==> src/rtl/ued_pkg.sv <==
// shared types, codes and constants for the ep0 descriptor responder
// no dependencies; imported by ued_engine and usb_ep0_descriptor_responder
package ued_pkg;

  // parameter defaults
  localparam int DEF_MAX_PACKET    = 8;
  localparam int DEF_OUT_DATA_SIZE = 200;

  // configuration port
  localparam int CFG_INDEX_W = 3;
  localparam logic [CFG_INDEX_W-1:0] CFG_DEVICE_LEN  = 3'd0;
  localparam logic [CFG_INDEX_W-1:0] CFG_CONFIG_LEN  = 3'd1;
  localparam logic [CFG_INDEX_W-1:0] CFG_LANG_LEN    = 3'd2;
  localparam logic [CFG_INDEX_W-1:0] CFG_STRING1_LEN = 3'd3;
  localparam logic [CFG_INDEX_W-1:0] CFG_STRING2_LEN = 3'd4;

  // register reset values
  localparam logic [7:0] RST_DEVICE_LEN  = 8'd18;
  localparam logic [7:0] RST_CONFIG_LEN  = 8'd67;
  localparam logic [7:0] RST_LANG_LEN    = 8'd4;
  localparam logic [7:0] RST_STRING1_LEN = 8'd52;
  localparam logic [7:0] RST_STRING2_LEN = 8'd52;

  // sie event kinds
  localparam logic [1:0] EV_BUS_RESET = 2'd0;
  localparam logic [1:0] EV_IN_DONE   = 2'd1;
  localparam logic [1:0] EV_OUT_DONE  = 2'd2;

  // token pids
  localparam logic [3:0] PID_SETUP = 4'd13;
  localparam logic [3:0] PID_OUT   = 4'd1;

  // standard request codes
  localparam logic [7:0] REQ_GET_STATUS        = 8'h00;
  localparam logic [7:0] REQ_SET_ADDRESS       = 8'h05;
  localparam logic [7:0] REQ_GET_DESCRIPTOR    = 8'h06;
  localparam logic [7:0] REQ_SET_CONFIGURATION = 8'h09;
  localparam logic [7:0] REQ_SET_INTERFACE     = 8'h0B;

  // descriptor types
  localparam logic [7:0] DESC_DEVICE = 8'd1;
  localparam logic [7:0] DESC_CONFIG = 8'd2;
  localparam logic [7:0] DESC_STRING = 8'd3;

  // string indexes
  localparam logic [7:0] STR_LANG = 8'd0;
  localparam logic [7:0] STR_ONE  = 8'd1;
  localparam logic [7:0] STR_TWO  = 8'd2;

  // descriptor start offsets in descriptor memory
  localparam logic [7:0] DEV_START  = 8'h08;
  localparam logic [7:0] CONF_START = 8'h1A;
  localparam logic [7:0] STR0_START = 8'h5D;
  localparam logic [7:0] STR1_START = 8'h61;
  localparam logic [7:0] STR2_START = 8'h95;

  localparam logic [7:0] STATUS_OUT_SIZE = 8'd8;

  typedef enum logic [1:0] {
    XFER_NONE,
    XFER_DEVICE,
    XFER_CONFIG,
    XFER_STRING
  } xfer_kind_t;

  typedef struct packed {
    logic [1:0]  event_kind;
    logic [3:0]  token_pid;
    logic [7:0]  request_code;
    logic [7:0]  value_high;
    logic [7:0]  value_low;
    logic [15:0] length_requested;
  } sie_event_t;

  typedef struct packed {
    xfer_kind_t  kind;
    logic [7:0]  string_index;
    logic [7:0]  bytes_remaining;
    logic [7:0]  read_offset;
  } ep_state_t;

  typedef struct packed {
    logic       arm_in;
    logic [3:0] in_count;
    logic [7:0] in_offset;
    logic       arm_out;
    logic [7:0] out_count;
  } ep_result_t;

  typedef struct packed {
    logic [7:0] device_len;
    logic [7:0] config_len;
    logic [7:0] lang_len;
    logic [7:0] string1_len;
    logic [7:0] string2_len;
  } desc_lengths_t;

endpackage

==> src/rtl/usb_ep0_descriptor_responder.sv <==
// top level of the ep0 descriptor responder: channel registers, state and config
// depends on ued_pkg and ued_engine
//
//  channel | direction | handshake          | beat
//  --------+-----------+--------------------+------------------------------------
//  in      | into      | in_valid/in_stall  | one sie event with setup fields
//  out     | out of    | out_valid/out_stall| arm flags, counts and in offset
//  cfg     | into      | cfg_valid/cfg_ready| register index and 8-bit length
//
// an event passes an input register and the decode logic into the result
// register, which holds the result beat; one event per cycle is sustained
// while out_stall stays low.
// endpoint state updates as an event moves from the input register to the result
// register. rst is synchronous; lengths return to their default values.
// a stalled result holds the input register and raises in_stall; cfg is always ready.
module usb_ep0_descriptor_responder #(
  parameter int MAX_PACKET    = ued_pkg::DEF_MAX_PACKET,
  parameter int OUT_DATA_SIZE = ued_pkg::DEF_OUT_DATA_SIZE
) (
  input  logic                            clk,
  input  logic                            rst,
  // event channel
  input  logic                            in_valid,
  output logic                            in_stall,
  input  logic [1:0]                      event_kind,
  input  logic [3:0]                      token_pid,
  input  logic [7:0]                      request_code,
  input  logic [7:0]                      value_high,
  input  logic [7:0]                      value_low,
  input  logic [15:0]                     length_requested,
  // result channel
  output logic                            out_valid,
  input  logic                            out_stall,
  output logic                            arm_in,
  output logic [3:0]                      in_count,
  output logic [7:0]                      in_offset,
  output logic                            arm_out,
  output logic [7:0]                      out_count,
  // configuration channel
  input  logic                            cfg_valid,
  output logic                            cfg_ready,
  input  logic [ued_pkg::CFG_INDEX_W-1:0] cfg_index,
  input  logic [7:0]                      cfg_data
);
  import ued_pkg::*;

  sie_event_t    item;
  logic          item_valid;
  ep_state_t     state;
  ep_state_t     state_next;
  desc_lengths_t lengths;
  ep_result_t    result;
  ep_result_t    result_next;
  logic          res_advance;
  logic          in_take;

  // flow control between the two registers
  assign res_advance = item_valid && (!out_valid || !out_stall);
  assign in_stall    = item_valid && !res_advance;
  assign in_take     = in_valid && !in_stall;
  assign cfg_ready   = 1'b1;

  // input register
  always_ff @(posedge clk) begin
    if (rst) begin
      item_valid <= 1'b0;
    end else if (in_take) begin
      item_valid <= 1'b1;
    end else if (res_advance) begin
      item_valid <= 1'b0;
    end
  end

  always_ff @(posedge clk) begin
    if (in_take) begin
      item.event_kind       <= event_kind;
      item.token_pid        <= token_pid;
      item.request_code     <= request_code;
      item.value_high       <= value_high;
      item.value_low        <= value_low;
      item.length_requested <= length_requested;
    end
  end

  // decode and streaming logic
  ued_engine #(
    .MAX_PACKET    (MAX_PACKET),
    .OUT_DATA_SIZE (OUT_DATA_SIZE)
  ) u_engine (
    .item       (item),
    .state      (state),
    .lengths    (lengths),
    .result     (result_next),
    .state_next (state_next)
  );

  // endpoint state
  always_ff @(posedge clk) begin
    if (rst) begin
      state.kind            <= XFER_NONE;
      state.string_index    <= 8'd0;
      state.bytes_remaining <= 8'd0;
      state.read_offset     <= DEV_START;
    end else if (res_advance) begin
      state <= state_next;
    end
  end

  // result register
  always_ff @(posedge clk) begin
    if (rst) begin
      out_valid <= 1'b0;
    end else if (res_advance) begin
      out_valid <= 1'b1;
    end else if (!out_stall) begin
      out_valid <= 1'b0;
    end
  end

  always_ff @(posedge clk) begin
    if (res_advance) begin
      result <= result_next;
    end
  end

  assign arm_in    = result.arm_in;
  assign in_count  = result.in_count;
  assign in_offset = result.in_offset;
  assign arm_out   = result.arm_out;
  assign out_count = result.out_count;

  // descriptor length registers
  always_ff @(posedge clk) begin
    if (rst) begin
      lengths.device_len  <= RST_DEVICE_LEN;
      lengths.config_len  <= RST_CONFIG_LEN;
      lengths.lang_len    <= RST_LANG_LEN;
      lengths.string1_len <= RST_STRING1_LEN;
      lengths.string2_len <= RST_STRING2_LEN;
    end else if (cfg_valid && cfg_ready) begin
      unique case (cfg_index)
        CFG_DEVICE_LEN:  lengths.device_len  <= cfg_data;
        CFG_CONFIG_LEN:  lengths.config_len  <= cfg_data;
        CFG_LANG_LEN:    lengths.lang_len    <= cfg_data;
        CFG_STRING1_LEN: lengths.string1_len <= cfg_data;
        CFG_STRING2_LEN: lengths.string2_len <= cfg_data;
        default: begin
          lengths <= lengths;
        end
      endcase
    end
  end

endmodule

==> src/rtl/ued_engine.sv <==
// request decode and descriptor streaming logic for one sie event
// depends on ued_pkg; purely combinational, registered by the top level
module ued_engine #(
  parameter int MAX_PACKET    = ued_pkg::DEF_MAX_PACKET,
  parameter int OUT_DATA_SIZE = ued_pkg::DEF_OUT_DATA_SIZE
) (
  input  ued_pkg::sie_event_t    item,
  input  ued_pkg::ep_state_t     state,
  input  ued_pkg::desc_lengths_t lengths,
  output ued_pkg::ep_result_t    result,
  output ued_pkg::ep_state_t     state_next
);
  import ued_pkg::*;

  localparam logic [7:0] MP       = 8'(MAX_PACKET);
  localparam logic [7:0] OUT_SIZE = 8'(OUT_DATA_SIZE);

  logic       desc_known;
  logic [7:0] desc_limit;
  logic [7:0] desc_start;
  xfer_kind_t desc_kind;
  logic [7:0] clamped;
  logic [7:0] first_len;
  logic [7:0] rem_next;
  logic [7:0] offset_next;
  logic [7:0] cont_len;

  // pick the descriptor addressed by a descriptor read request
  always_comb begin
    desc_known = 1'b1;
    desc_limit = lengths.device_len;
    desc_start = DEV_START;
    desc_kind  = XFER_DEVICE;
    priority if (item.value_high == DESC_DEVICE) begin
      desc_limit = lengths.device_len;
      desc_start = DEV_START;
      desc_kind  = XFER_DEVICE;
    end else if (item.value_high == DESC_CONFIG) begin
      desc_limit = lengths.config_len;
      desc_start = CONF_START;
      desc_kind  = XFER_CONFIG;
    end else if (item.value_high == DESC_STRING && item.value_low == STR_LANG) begin
      desc_limit = lengths.lang_len;
      desc_start = STR0_START;
      desc_kind  = XFER_STRING;
    end else if (item.value_high == DESC_STRING && item.value_low == STR_ONE) begin
      desc_limit = lengths.string1_len;
      desc_start = STR1_START;
      desc_kind  = XFER_STRING;
    end else if (item.value_high == DESC_STRING && item.value_low == STR_TWO) begin
      desc_limit = lengths.string2_len;
      desc_start = STR2_START;
      desc_kind  = XFER_STRING;
    end else begin
      desc_known = 1'b0;
    end
  end

  // clamp wlength to the descriptor and size the first packet
  always_comb begin
    clamped   = (item.length_requested >= {8'd0, desc_limit}) ? desc_limit
                                                              : item.length_requested[7:0];
    first_len = (clamped < MP) ? clamped : MP;
  end

  // follow-on packet: remaining count floors at zero
  always_comb begin
    rem_next    = (state.bytes_remaining > MP) ? state.bytes_remaining - MP : 8'd0;
    offset_next = state.read_offset + MP;
    cont_len    = (rem_next < MP) ? rem_next : MP;
  end

  // event dispatch
  always_comb begin
    result     = '0;
    state_next = state;
    unique case (item.event_kind)
      EV_BUS_RESET: begin
        state_next.read_offset = DEV_START;
        result.arm_out         = 1'b1;
        result.out_count       = STATUS_OUT_SIZE;
      end
      EV_IN_DONE: begin
        if (state.kind == XFER_STRING && state.string_index == STR_LANG) begin
          result.arm_out   = 1'b1;
          result.out_count = STATUS_OUT_SIZE;
        end else if (state.kind == XFER_DEVICE || state.kind == XFER_CONFIG ||
                     (state.kind == XFER_STRING &&
                      (state.string_index == STR_ONE || state.string_index == STR_TWO))) begin
          state_next.bytes_remaining = rem_next;
          if (rem_next != 8'd0) begin
            state_next.read_offset = offset_next;
            result.arm_in          = 1'b1;
            result.in_count        = cont_len[3:0];
            result.in_offset       = offset_next;
          end else begin
            result.arm_out   = 1'b1;
            result.out_count = STATUS_OUT_SIZE;
          end
        end
      end
      EV_OUT_DONE: begin
        if (item.token_pid == PID_SETUP) begin
          priority if (item.request_code == REQ_GET_STATUS) begin
            result.arm_out   = 1'b1;
            result.out_count = STATUS_OUT_SIZE;
          end else if (item.request_code == REQ_SET_ADDRESS ||
                       item.request_code == REQ_SET_CONFIGURATION ||
                       item.request_code == REQ_SET_INTERFACE) begin
            result.arm_in    = 1'b1;
            result.in_count  = 4'd0;
            result.in_offset = DEV_START;
          end else if (item.request_code == REQ_GET_DESCRIPTOR) begin
            // string requests record kind and index even when unknown
            if (item.value_high == DESC_STRING) begin
              state_next.kind         = XFER_STRING;
              state_next.string_index = item.value_low;
            end
            if (desc_known) begin
              state_next.kind            = desc_kind;
              state_next.read_offset     = desc_start;
              state_next.bytes_remaining = clamped;
              result.arm_in              = 1'b1;
              result.in_count            = first_len[3:0];
              result.in_offset           = desc_start;
            end
          end else begin
            result = '0;
          end
        end else if (item.token_pid == PID_OUT) begin
          result.arm_out   = 1'b1;
          result.out_count = OUT_SIZE;
        end
      end
      default: begin
        result = '0;
      end
    endcase
  end

endmodule
==> config.mk <==
export PLATFORM = sky130hd
export DESIGN_NAME = usb_ep0_descriptor_responder
export DESIGN_NICKNAME = d
export VERILOG_FILES = /design/src/rtl/ued_pkg.sv /design/src/rtl/usb_ep0_descriptor_responder.sv /design/src/rtl/ued_engine.sv
export SDC_FILE = /design/constraint.sdc
export NUM_CORES = 1
export LEC_CHECK = 0
export BUFFER_PORTS_ARGS = -buffer_cell sky130_fd_sc_hd__buf_2
export CORE_ASPECT_RATIO = 1.25
export CORE_MARGIN = 5
export CORE_UTILIZATION = 40
export CTS_BUF_LIST = sky130_fd_sc_hd__clkbuf_16
export CTS_CLUSTER_DIAMETER = 30
export DETAILED_ROUTE_END_ITERATION = 10
export HOLD_SLACK_MARGIN = 0.08
export PLACE_DENSITY = 0.55
export SKIP_LAST_GASP = 1
export SYNTH_ARGS = -nofsm -noshare
export SYNTH_HDL_FRONTEND = slang
export SYNTH_SLANG_ARGS = --single-unit
==> constraint.sdc <==
create_clock -name clk -period 11.8 [get_ports clk]
set_input_delay 2.36 -clock clk [delete_from_list [all_inputs] [get_ports clk]]
set_output_delay 2.36 -clock clk [all_outputs]
set_load 0.02 [all_outputs]
==> results.cfg, run 1 <==
[synth]
ys_top_cells_by_area = edfxtp_1 (30%), dfxtp_1 (22%), nand2_1 (5.5%)
synth-async-reset-ratio = 0
yosysSeqAreaShare = 0.5182
synth_edf_count = 61
postSynthAreaPerCell_um2 = 10.04
synth_top_family_by_area = simple AND/OR/NAND/NOR gates
synthXorXnorAreaFrac = 0.01279
syn_area_um2 = 6162
synthMuxAreaShare = 0.05299
yosys_most_used_dff = dfxtp_1
synthAdderAreaFrac = 0.03249
yosysMostFrequentCell = nand2_1
yosysTopAreaCellShare = 0.2973
syn_inst = 614
ys_warn_count = 0
ys_types = 71
synth-seq-cells = 129
ys_top_cells_by_count = nand2_1 (90), dfxtp_1 (68), edfxtp_1 (61)
synth_simple_gate_area_share = 0.2156
synth.largest_area_cell = edfxtp_1
synth_compound_area_frac = 0.1299

[clocking]
cts_tree = done
clk_pin_slew_ns = 0.06
clock-sinks = 129
cts_resized = 0
cts_root_buf = clkbuf_16
cts_max_path_buffers = 2
cts_setup_buffers = 0
clock_latency_ns = 0.42
h-tree-depth = 4
cts_made_buffers = 17
hold_buffers = 0

[sta]
finalHoldViolCount = 0
setup_viol = 0
finClkSkew_ns = 0.006614
tns_ns = 0
max_freq_mhz = 189.9
rsz0062_at_grt = no
fin_crit_ns = 5.267
tightestPinTransition_ns = 1.102
fin_ws_ns = 6.533
drv_slew = 0
maxSlewHeadroom = 0.2626
period_share = 0.4463

[floorplanning]
row_count = 50
fp.dieArea_um2 = 18000
die_h_um = 148.8
fp.coreArea_um2 = 15080
die-width_um = 121.0
pin_count = 87
initial_core_util = 0.4087

[drt]
detail_route.wirelength_mm = 16.33
post_drt_wl_per_cell_um = 18.00
drtIter0Drc = 324
drtAntennaViolNets = 0
drt_pass1_iterations = 5
viasPerCell = 5.320
via_count = 4825
drcViolationCount = 0

[grt]
grt_first_pass_wirelength_mm = 25.87
grt_max_degree = 74
grt_usage = 0.1871
antenna_found_initial = 0
grt_pass1_vias = 4853
gr-total-overflow = 0

[setup_path]
cp-startpoint = out_stall
required_ns = 9.44
r2r_setup_slack_ns = 6.85
cpLargestDelayFamily = buffers and inverters
worstSetupPathDepth = 3
slowest_stage = and3_1
cp-start-kind = primary input
r2r_end = in_count[2]
critical-path-top-cell-by-count = buf_2
crit_path_max_incr_delay_ns = 0.24
cp-end-kind = output pin
path_cells = buf_2 > and3_1 > buf_2
r2r_start = item[29]
worst-path-buf-inv = 2
crit_path_max_fanout = 3
arrival_ns = 2.91
worst_r2r_path_depth = 11
crit_type = in2out

[final_layout]
drive_above_1_share = 0.1874
diodes = 0
stdcell_count = 907
nets = 764
post-route-util = 0.4866
area_growth_pct = 19.07

[power_and_ir_drop]
ir_worst_vdd_mv = 0.09118
power_mw = 1.120
internal-power_mw = 0.8643
switching_share = 0.2281
combinationalPowerShare = 0.065
p_sw_mw = 0.2554
pwr_density_cell_nw_per_um2 = 152.6
clkPwrFrac = 0.490
power_leakage_nw = 2.748
seqPwrFrac = 0.445

[status]
status = finished clean

[hold_path]
hold_depth = 2
holdPathEnd = lengths[3]
hold_start = lengths[3]
hold_path.class = reg2reg

[placement]
post-dp-hpwl_mm = 12.17
gp_congestion = 0.8832
dp_slack_ns = 6.533
dp_cells = 875
portBuffers = 80

[run]
cap_violations = 0
==> routing by layer <==
metal  vias up  GRT usage  part of all wire
li1       2355          -                 -
met1      2321     0.2199              0.42
met2       120     0.3249              0.51
met3        29    0.04666             0.044
met4         0    0.07653             0.024
met5         -          0                 0
==> cells by family after synthesis <==
logic type / Yosys count
buffers and inverters: 52
multiplexers: 32
other: 2
AND/OR/NAND/NOR: 258
AO/OA/AOI/OAI: 116
adder cells (fa/ha/maj): 16
XOR/XNOR: 9
flip-flops: 129
==> registers in the layout (all words and copies together) (netlist names) <==
register,count
arm_in,1
in_count,4
in_offset,8
item,46
item_valid,1
lengths,40
out_count,2
out_valid,1
state,26
==> worst max path at each step <==
| stage | end | slack, ns |
|---|---|---|
| floorplan | item[0] | 6.64 |
| global placement | in_stall | 6.55 |
| detailed placement | in_stall | 6.53 |
| CTS | in_stall | 6.53 |
| global route | state[10] | 6.43 |
| finish | in_stall | 6.53 |
==> worst reg2reg max path: stages (launching register included) <==
cell,delay [ns]
edfxtp_1,0.38
nor4_2,0.65
and3_1,0.40
mux2_2,0.37
a2111oi_1,0.75
ha_1,0.38
a21oi_1,0.14
o2111ai_1,0.12
a21oi_1,0.87
nand2b_1,0.29
o32ai_1,0.11
a22o_1,0.24
==> layout by cell type (no fill, tap or decap), types with 9 or more instances in the layout <==
cell type	count
buf_2	80
nor3_1	11
a21oi_1	42
a211oi_1	9
nand3b_1	11
nand3_1	18
dfxtp_1	68
clkbuf_16	17
mux2i_1	27
inv_1	16
ha_1	16
nor2b_1	18
edfxtp_1	61
nor2_1	48
nand2_1	90
nand2b_1	12
==> stage by stage <==
step	hold slack, ns	instance area [um^2]
2_1_floorplan	0.4315	6177
3_3_place_gp	0.4390	6720
3_5_place_dp	0.4477	6720
4_1_cts	0.4544	7337
5_1_grt	0.4783	7337
6_report	0.4536	7337
==> cell type report <==
cell class	instances	area, um^2
Tap cell	208	260.3
Inverter	16	60.06
Sequential cell	129	3193
Timing Repair Buffer	85	437.9
Clock buffer	17	425.4
Clock inverter	15	191.4
Multi-Input combinational cell	437	2769
Fill cell	1389	7740
==> power groups by stage <==
stage | clock, mW | sequential (mW) | combinational (mW)
2_1_floorplan | 0 | 0.505 | 0.0449
3_3_place_gp | 0 | 0.508 | 0.0718
3_5_place_dp | 0 | 0.508 | 0.0727
4_1_cts | 0.558 | 0.499 | 0.0729
5_1_grt | 0.580 | 0.500 | 0.0794
6_report | 0.549 | 0.499 | 0.0724
(Power assumes the default switching activity.)
==> run 2: changes to the inputs <==
--- a/config.mk
+++ b/config.mk
@@ -5,6 +5,7 @@
 export SDC_FILE = /design/constraint.sdc
 export NUM_CORES = 1
 export LEC_CHECK = 0
+export ABC_AREA = 1
 export BUFFER_PORTS_ARGS = -buffer_cell sky130_fd_sc_hd__buf_2
 export CORE_ASPECT_RATIO = 1.25
 export CORE_MARGIN = 5
@@ -13,7 +14,7 @@
 export CTS_CLUSTER_DIAMETER = 30
 export DETAILED_ROUTE_END_ITERATION = 10
 export HOLD_SLACK_MARGIN = 0.08
-export PLACE_DENSITY = 0.55
+export PLACE_DENSITY = 0.57
 export SKIP_LAST_GASP = 1
 export SYNTH_ARGS = -nofsm -noshare
 export SYNTH_HDL_FRONTEND = slang
==> constraint.sdc (replaced) <==
create_clock -name clk -period 4.3 [get_ports clk]
set_input_delay 0.86 -clock clk [delete_from_list [all_inputs] [get_ports clk]]
set_output_delay 0.86 -clock clk [all_outputs]
set_load 0.02 [all_outputs]
==> run 2 against run 1 <==
Synthesized area rose by 2.9%; register-to-register slack got worse by 6.4 ns; cell count rose by 17%; clock-buffer cell count did not move; setup slack got worse by 6.1 ns; first-iteration DRC count rose by 10%; sequential share of layout area fell by 0.66 points; global-route usage fell by 1.1 points; non-clock buffer count fell by 1; hold slack got worse by 0.0029 ns; routed wire length fell by 4.1%; clock skew rose by 0.00066 ns; critical endpoint is now in_count[3]; largest cell class unchanged; largest power group is now sequential cells.
==> results.cfg, run 2 <==
[sta]
maxSlewHeadroom = 0.2176
max_freq_mhz = 260.2
tns_ns = 0
holdWs_ns = 0.4507
setup_viol = 0
drv_slew = 0
fin_ws_ns = 0.4570
tightestPinTransition_ns = 1.172
finalHoldViolCount = 0
finClkSkew_ns = 0.007279
period_share = 0.8937
rsz0062_at_grt = no
fin_crit_ns = 3.843

[power_and_ir_drop]
power_mw = 2.933
ir_worst_vdd_mv = 0.2307
pwr_density_cell_nw_per_um2 = 393.8
power_leakage_nw = 3.250

[clocking]
cts_resized = 0
cts_tree = done
clk_pin_slew_ns = 0.06
clock_latency_ns = 0.42
cts_setup_buffers = 0
cts_root_buf = clkbuf_16
cts_max_path_buffers = 2
hold_buffers = 0
h-tree-depth = 4
cts_made_buffers = 17
clock-sinks = 129

[final_layout]
largest_reg_flops = 46
final_cell_mix = nand2_1 (121), nor2_1 (114), buf_2 (80), inv_1 (70), dfxtp_1 (68)
post-route-util = 0.4785
diodes = 0
stdcell_count = 1063
drive_above_1_share = 0.1904
postLayoutCellArea_um2 = 7450
layout_commonest_cell = nand2_1
area_growth_pct = 17.46
top_regs = item (46), lengths (40), state (26)
regMostFlops = item
nets = 916

[grt]
grt_pass1_vias = 5125
grt_max_degree = 47
antenna_found_initial = 0
gr-total-overflow = 0
grt_usage = 0.1764
grt_first_pass_wirelength_mm = 25.25

[drt]
drt_pass1_iterations = 5
detail_route.wirelength_mm = 15.66
drtIter0Drc = 358
post_drt_wl_per_cell_um = 14.73
via_count = 5317
viasPerCell = 5.002
drcViolationCount = 0
drtAntennaViolNets = 0

[setup_path]
required_ns = 4.45
arrival_ns = 4.00
cp-start-kind = register
cp-end-kind = register
crit_path_max_fanout = 16
crit_type = reg2reg

[placement]
placed_area_um2 = 6908
dp_slack_ns = 0.4950
post-dp-hpwl_mm = 11.74
dp_cells = 1031
portBuffers = 80
gp_congestion = 0.9038

[synth]
synth-async-reset-ratio = 0
yosys_most_used_dff = dfxtp_1
ys_warn_count = 0
synthXorXnorAreaFrac = 0.002762
synth_simple_gate_area_share = 0.2689
yosysMostFrequentCell = nand2_1
synthAdderAreaFrac = 0.03156
ys_top_cells_by_area = edfxtp_1 (29%), dfxtp_1 (21%), nand2_1 (7.2%)
synth_edf_count = 61
synth-seq-cells = 129
synth_top_family_by_area = simple AND/OR/NAND/NOR gates
synth.largest_area_cell = edfxtp_1
synth_compound_area_frac = 0.1223
synthMuxAreaShare = 0
postSynthAreaPerCell_um2 = 8.378
syn_inst = 757
yosysTopAreaCellShare = 0.2888
ys_top_cells_by_count = nand2_1 (121), nor2_1 (114), inv_1 (70)
syn_area_um2 = 6342
ys_types = 54
yosysSeqAreaShare = 0.5035

[run]
cap_violations = 0

[floorplanning]
row_count = 51
initial_core_util = 0.4073
fp.dieArea_um2 = 18490
die_h_um = 150.8
fp.coreArea_um2 = 15570
pin_count = 87
die-width_um = 122.6

[hold_path]
hold_path.class = reg2reg

[status]
status = finished clean
==> run 2: cell type report <==
type / count / area, um^2
clock buffers: 17 / 425.4
clock inverters: 15 / 116.4
fillers: 1520 / 8120
inverters: 79 / 297.8
multi-input cells: 527 / 2721
flip-flops and latches: 129 / 3193
well taps: 212 / 265.3
repair buffers: 84 / 430.4
==> run 2: layer usage <==
| layer | up-vias | share of wire | GRT usage |
|---|---|---|---|
| li1 | 2692 | - | - |
| met1 | 2446 | 0.44 | 0.2175 |
| met2 | 152 | 0.49 | 0.2938 |
| met3 | 27 | 0.054 | 0.04931 |
| met4 | 0 | 0.021 | 0.06611 |
| met5 | - | 0 | 0 |
==> run 2: logic make-up (layout without fill, tap and decap cells) <==
group	count (synthesis)	count (layout)
buffers and inverters	105	195
AO/OA/AOI/OAI	136	136
adder cells (fa/ha/maj)	16	16
flip-flops	129	129
other	2	6
AND/OR/NAND/NOR	367	367
XOR/XNOR	2	2
==> run 2: report_power, final <==
part	leakage (nW)	switching, mW	internal [mW]
Sequential	1.15	0.0269	1.34
Clock	0.273	0.536	0.788
Combinational	1.83	0.162	0.0780
==> run 2: path summary, 6_finish.rpt <==
kind	slack, ns	startpoint	depth (start not counted)	to
setup / recovery	0.46	item[29]	19	in_count[3]
hold / removal	0.45	lengths[16]	2	lengths[16]
setup reg to reg	0.46	item[29]	19	in_count[3]
hold reg to reg	0.45	lengths[16]	2	lengths[16]
==> run 2: critical path: stages (launching register included) <==
cell and delay [ns]:
edfxtp_1 0.37, nor2_2 0.15, nand2_4 0.10, nor2_8 0.27
nand2_2 0.25, o21ai_0 0.23, inv_1 0.06, nand2_1 0.06
nand2_1 0.06, nand2_1 0.09, inv_1 0.05, ha_1 0.28
a21o_1 0.17, a21oi_1 0.13, nand4_1 0.44, or2_2 0.49
a21oi_1 0.16, nand3_1 0.09, nand2_1 0.06, a21oi_1 0.05
==> run 3: changes to the inputs <==
--- a/config.mk
+++ b/config.mk
@@ -18,4 +18,6 @@
 export SKIP_LAST_GASP = 1
 export SYNTH_ARGS = -nofsm -noshare
 export SYNTH_HDL_FRONTEND = slang
+export SYNTH_HIERARCHICAL = 1
 export SYNTH_SLANG_ARGS = --single-unit
+export TNS_END_PERCENT = 5
==> run 3 against run 2 <==
Combinational power rose by 33%; synthesized cell count up 15%; die area up 9.0%; cell count grew 12%; clock power up 24%; critical endpoint unchanged; largest cell class unchanged; highest routed layer unchanged.
==> results.cfg, run 3 <==
[grt]
grt_first_pass_wirelength_mm = 28.20
grt_pass1_vias = 5674
grt_max_degree = 49
gr-total-overflow = 0
antenna_found_initial = 0
grt_usage = 0.1774

[power_and_ir_drop]
power_mw = 3.434
seqPwrFrac = 0.430
ir_worst_vdd_mv = 0.2551
internal-power_mw = 2.622
switching_share = 0.2364
pwr_density_cell_nw_per_um2 = 420.1
power_leakage_nw = 3.615
combinationalPowerShare = 0.093
p_sw_mw = 0.8119
clkPwrFrac = 0.477

[clocking]
cts_resized = 0
cts_tree = done
clock-sinks = 136
clk_pin_slew_ns = 0.06
clock_latency_ns = 0.43
cts_max_path_buffers = 2
cts_root_buf = clkbuf_16
cts_made_buffers = 17
cts_setup_buffers = 0
h-tree-depth = 4
hold_buffers = 0

[synth]
yosysTopAreaCellShare = 0.2933
synth_simple_gate_area_share = 0.3046
synth_compound_area_frac = 0.08553
synthAdderAreaFrac = 0.02875
ys_types = 47
synth_edf_count = 68
synth-async-reset-ratio = 0
syn_area_um2 = 6963
yosysMostFrequentCell = nand2_1
ys_warn_count = 6
synthMuxAreaShare = 0.009704
synth_top_family_by_area = simple AND/OR/NAND/NOR gates
yosysSeqAreaShare = 0.4888
synth.largest_area_cell = edfxtp_1
syn_inst = 871
yosys_most_used_dff = edfxtp_1
ys_top_cells_by_area = edfxtp_1 (29%), dfxtp_1 (20%), nand2_1 (10%)
postSynthAreaPerCell_um2 = 7.994
synthXorXnorAreaFrac = 0.007547
synth-seq-cells = 136
ys_top_cells_by_count = nand2_1 (185), nor2_1 (157), inv_1 (84)

[sta]
finClkSkew_ns = 0.008799
finalHoldViolCount = 0
drv_slew = 0
tns_ns = 0
tightestPinTransition_ns = 1.035
rsz0062_at_grt = no
maxSlewHeadroom = 0.3095
holdWs_ns = 0.4766
fin_crit_ns = 3.774
max_freq_mhz = 265.0
period_share = 0.8777
setup_viol = 0
fin_ws_ns = 0.5257

[floorplanning]
die-width_um = 128.0
fp.dieArea_um2 = 20160
fp.coreArea_um2 = 17300
row_count = 54
pin_count = 87
die_h_um = 157.5
initial_core_util = 0.4026

[final_layout]
area_growth_pct = 17.39
nets = 1030
largest_reg_flops = 46
layout_commonest_cell = nand2_1
diodes = 0
postLayoutCellArea_um2 = 8174
drive_above_1_share = 0.1710
stdcell_count = 1189
final_cell_mix = nand2_1 (185), nor2_1 (157), buf_2 (85), inv_1 (83), nand3_1 (81)
regMostFlops = item
post-route-util = 0.4726
top_regs = item (46), lengths (40), state (26)

[hold_path]
hold_path.class = reg2reg

[setup_path]
cp-end-kind = register
r2r_setup_slack_ns = 0.53
crit_type = reg2reg
required_ns = 4.48
arrival_ns = 3.95
cp-start-kind = register
crit_path_max_fanout = 15

[placement]
gp_congestion = 0.8853
portBuffers = 85
placed_area_um2 = 7517
post-dp-hpwl_mm = 12.53
dp_slack_ns = 0.5533
dp_cells = 1157

[drt]
drcViolationCount = 0
drtIter0Drc = 374
post_drt_wl_per_cell_um = 14.57
detail_route.wirelength_mm = 17.32
drt_pass1_iterations = 5
drtAntennaViolNets = 0
via_count = 5854
viasPerCell = 4.923

[run]
cap_violations = 0

[status]
status = finished clean
==> run 3: changes by cell type after synthesis, moves of 5 or more <==
| cell | previous run | this run |
|---|---|---|
| a21oi_1 | 51 | 30 |
| buf_2 | 2 | 10 |
| clkbuf_1 | 14 | 5 |
| edfxtp_1 | 61 | 68 |
| inv_1 | 70 | 84 |
| mux2_2 | 0 | 6 |
| nand2_1 | 121 | 185 |
| nand3_1 | 59 | 81 |
| nor2_1 | 114 | 157 |
| nor3_1 | 17 | 4 |
| o21ai_0 | 50 | 45 |
==> run 3: cell families (layout without fill, tap and decap cells) <==
logic type	after synthesis	after routing
simple gates	479	479
xor+xnor	6	6
buf+inv	118	208
mux	6	6
flops	136	136
fa+ha+maj	16	16
other cells	2	6
compound gates	108	108
==> run 3: power groups by stage <==
stage | logic, mW | registers (mW) | clock network (mW)
detailed placement | 0.320 | 1.50 | 0
global placement | 0.319 | 1.50 | 0
CTS | 0.322 | 1.48 | 1.67
global route | 0.366 | 1.48 | 1.72
floorplan | 0.219 | 1.50 | 0
finish | 0.320 | 1.48 | 1.64
==> run 3: worst paths after layout <==
check                            startpoint          end  cells past startpoint
worst max-delay path               item[28]  in_count[3]                     20
worst min-delay path            lengths[33]  lengths[33]                      2
worst max register to register     item[28]  in_count[3]                     20
worst min register to register  lengths[33]  lengths[33]                      2
==> run 3: cell type report <==
class                           count  area [um^2]
Inverter                           89        334.1
Tap cell                          224        280.3
Multi-Input combinational cell    621         3059
Fill cell                        1839         9123
Timing Repair Buffer               87        440.4
Sequential cell                   136         3403
Clock inverter                     15        231.5
Clock buffer                       17        425.4
==> run 3: worst max-delay path: stages (launching register included) <==
cell and delay [ns]:
edfxtp_1 0.37, nor2_2 0.15, nand2_2 0.14, nor2_8 0.24, nand3_2 0.19, nand3_2 0.11, inv_2 0.05, nand2_4 0.09
nand2_1 0.09, nand2_1 0.06, o211ai_1 0.12, ha_1 0.32, a21oi_1 0.14, o21ai_0 0.09, a21oi_1 0.17, nand3_1 0.38
or2_2 0.44, nand2_1 0.08, nand3_2 0.09, o21bai_1 0.14, nand2_1 0.06
==> run 3: metal layers <==
layer / vias up / routed length [um] / GRT usage / part of all wire
li1: 3012 / - / - / -
met1: 2652 / 7474 / 0.2127 / 0.43
met2: 156 / 8495 / 0.3038 / 0.49
met3: 34 / 829 / 0.03768 / 0.048
met4: 0 / 524 / 0.08241 / 0.030
met5: - / 0 / 0 / 0
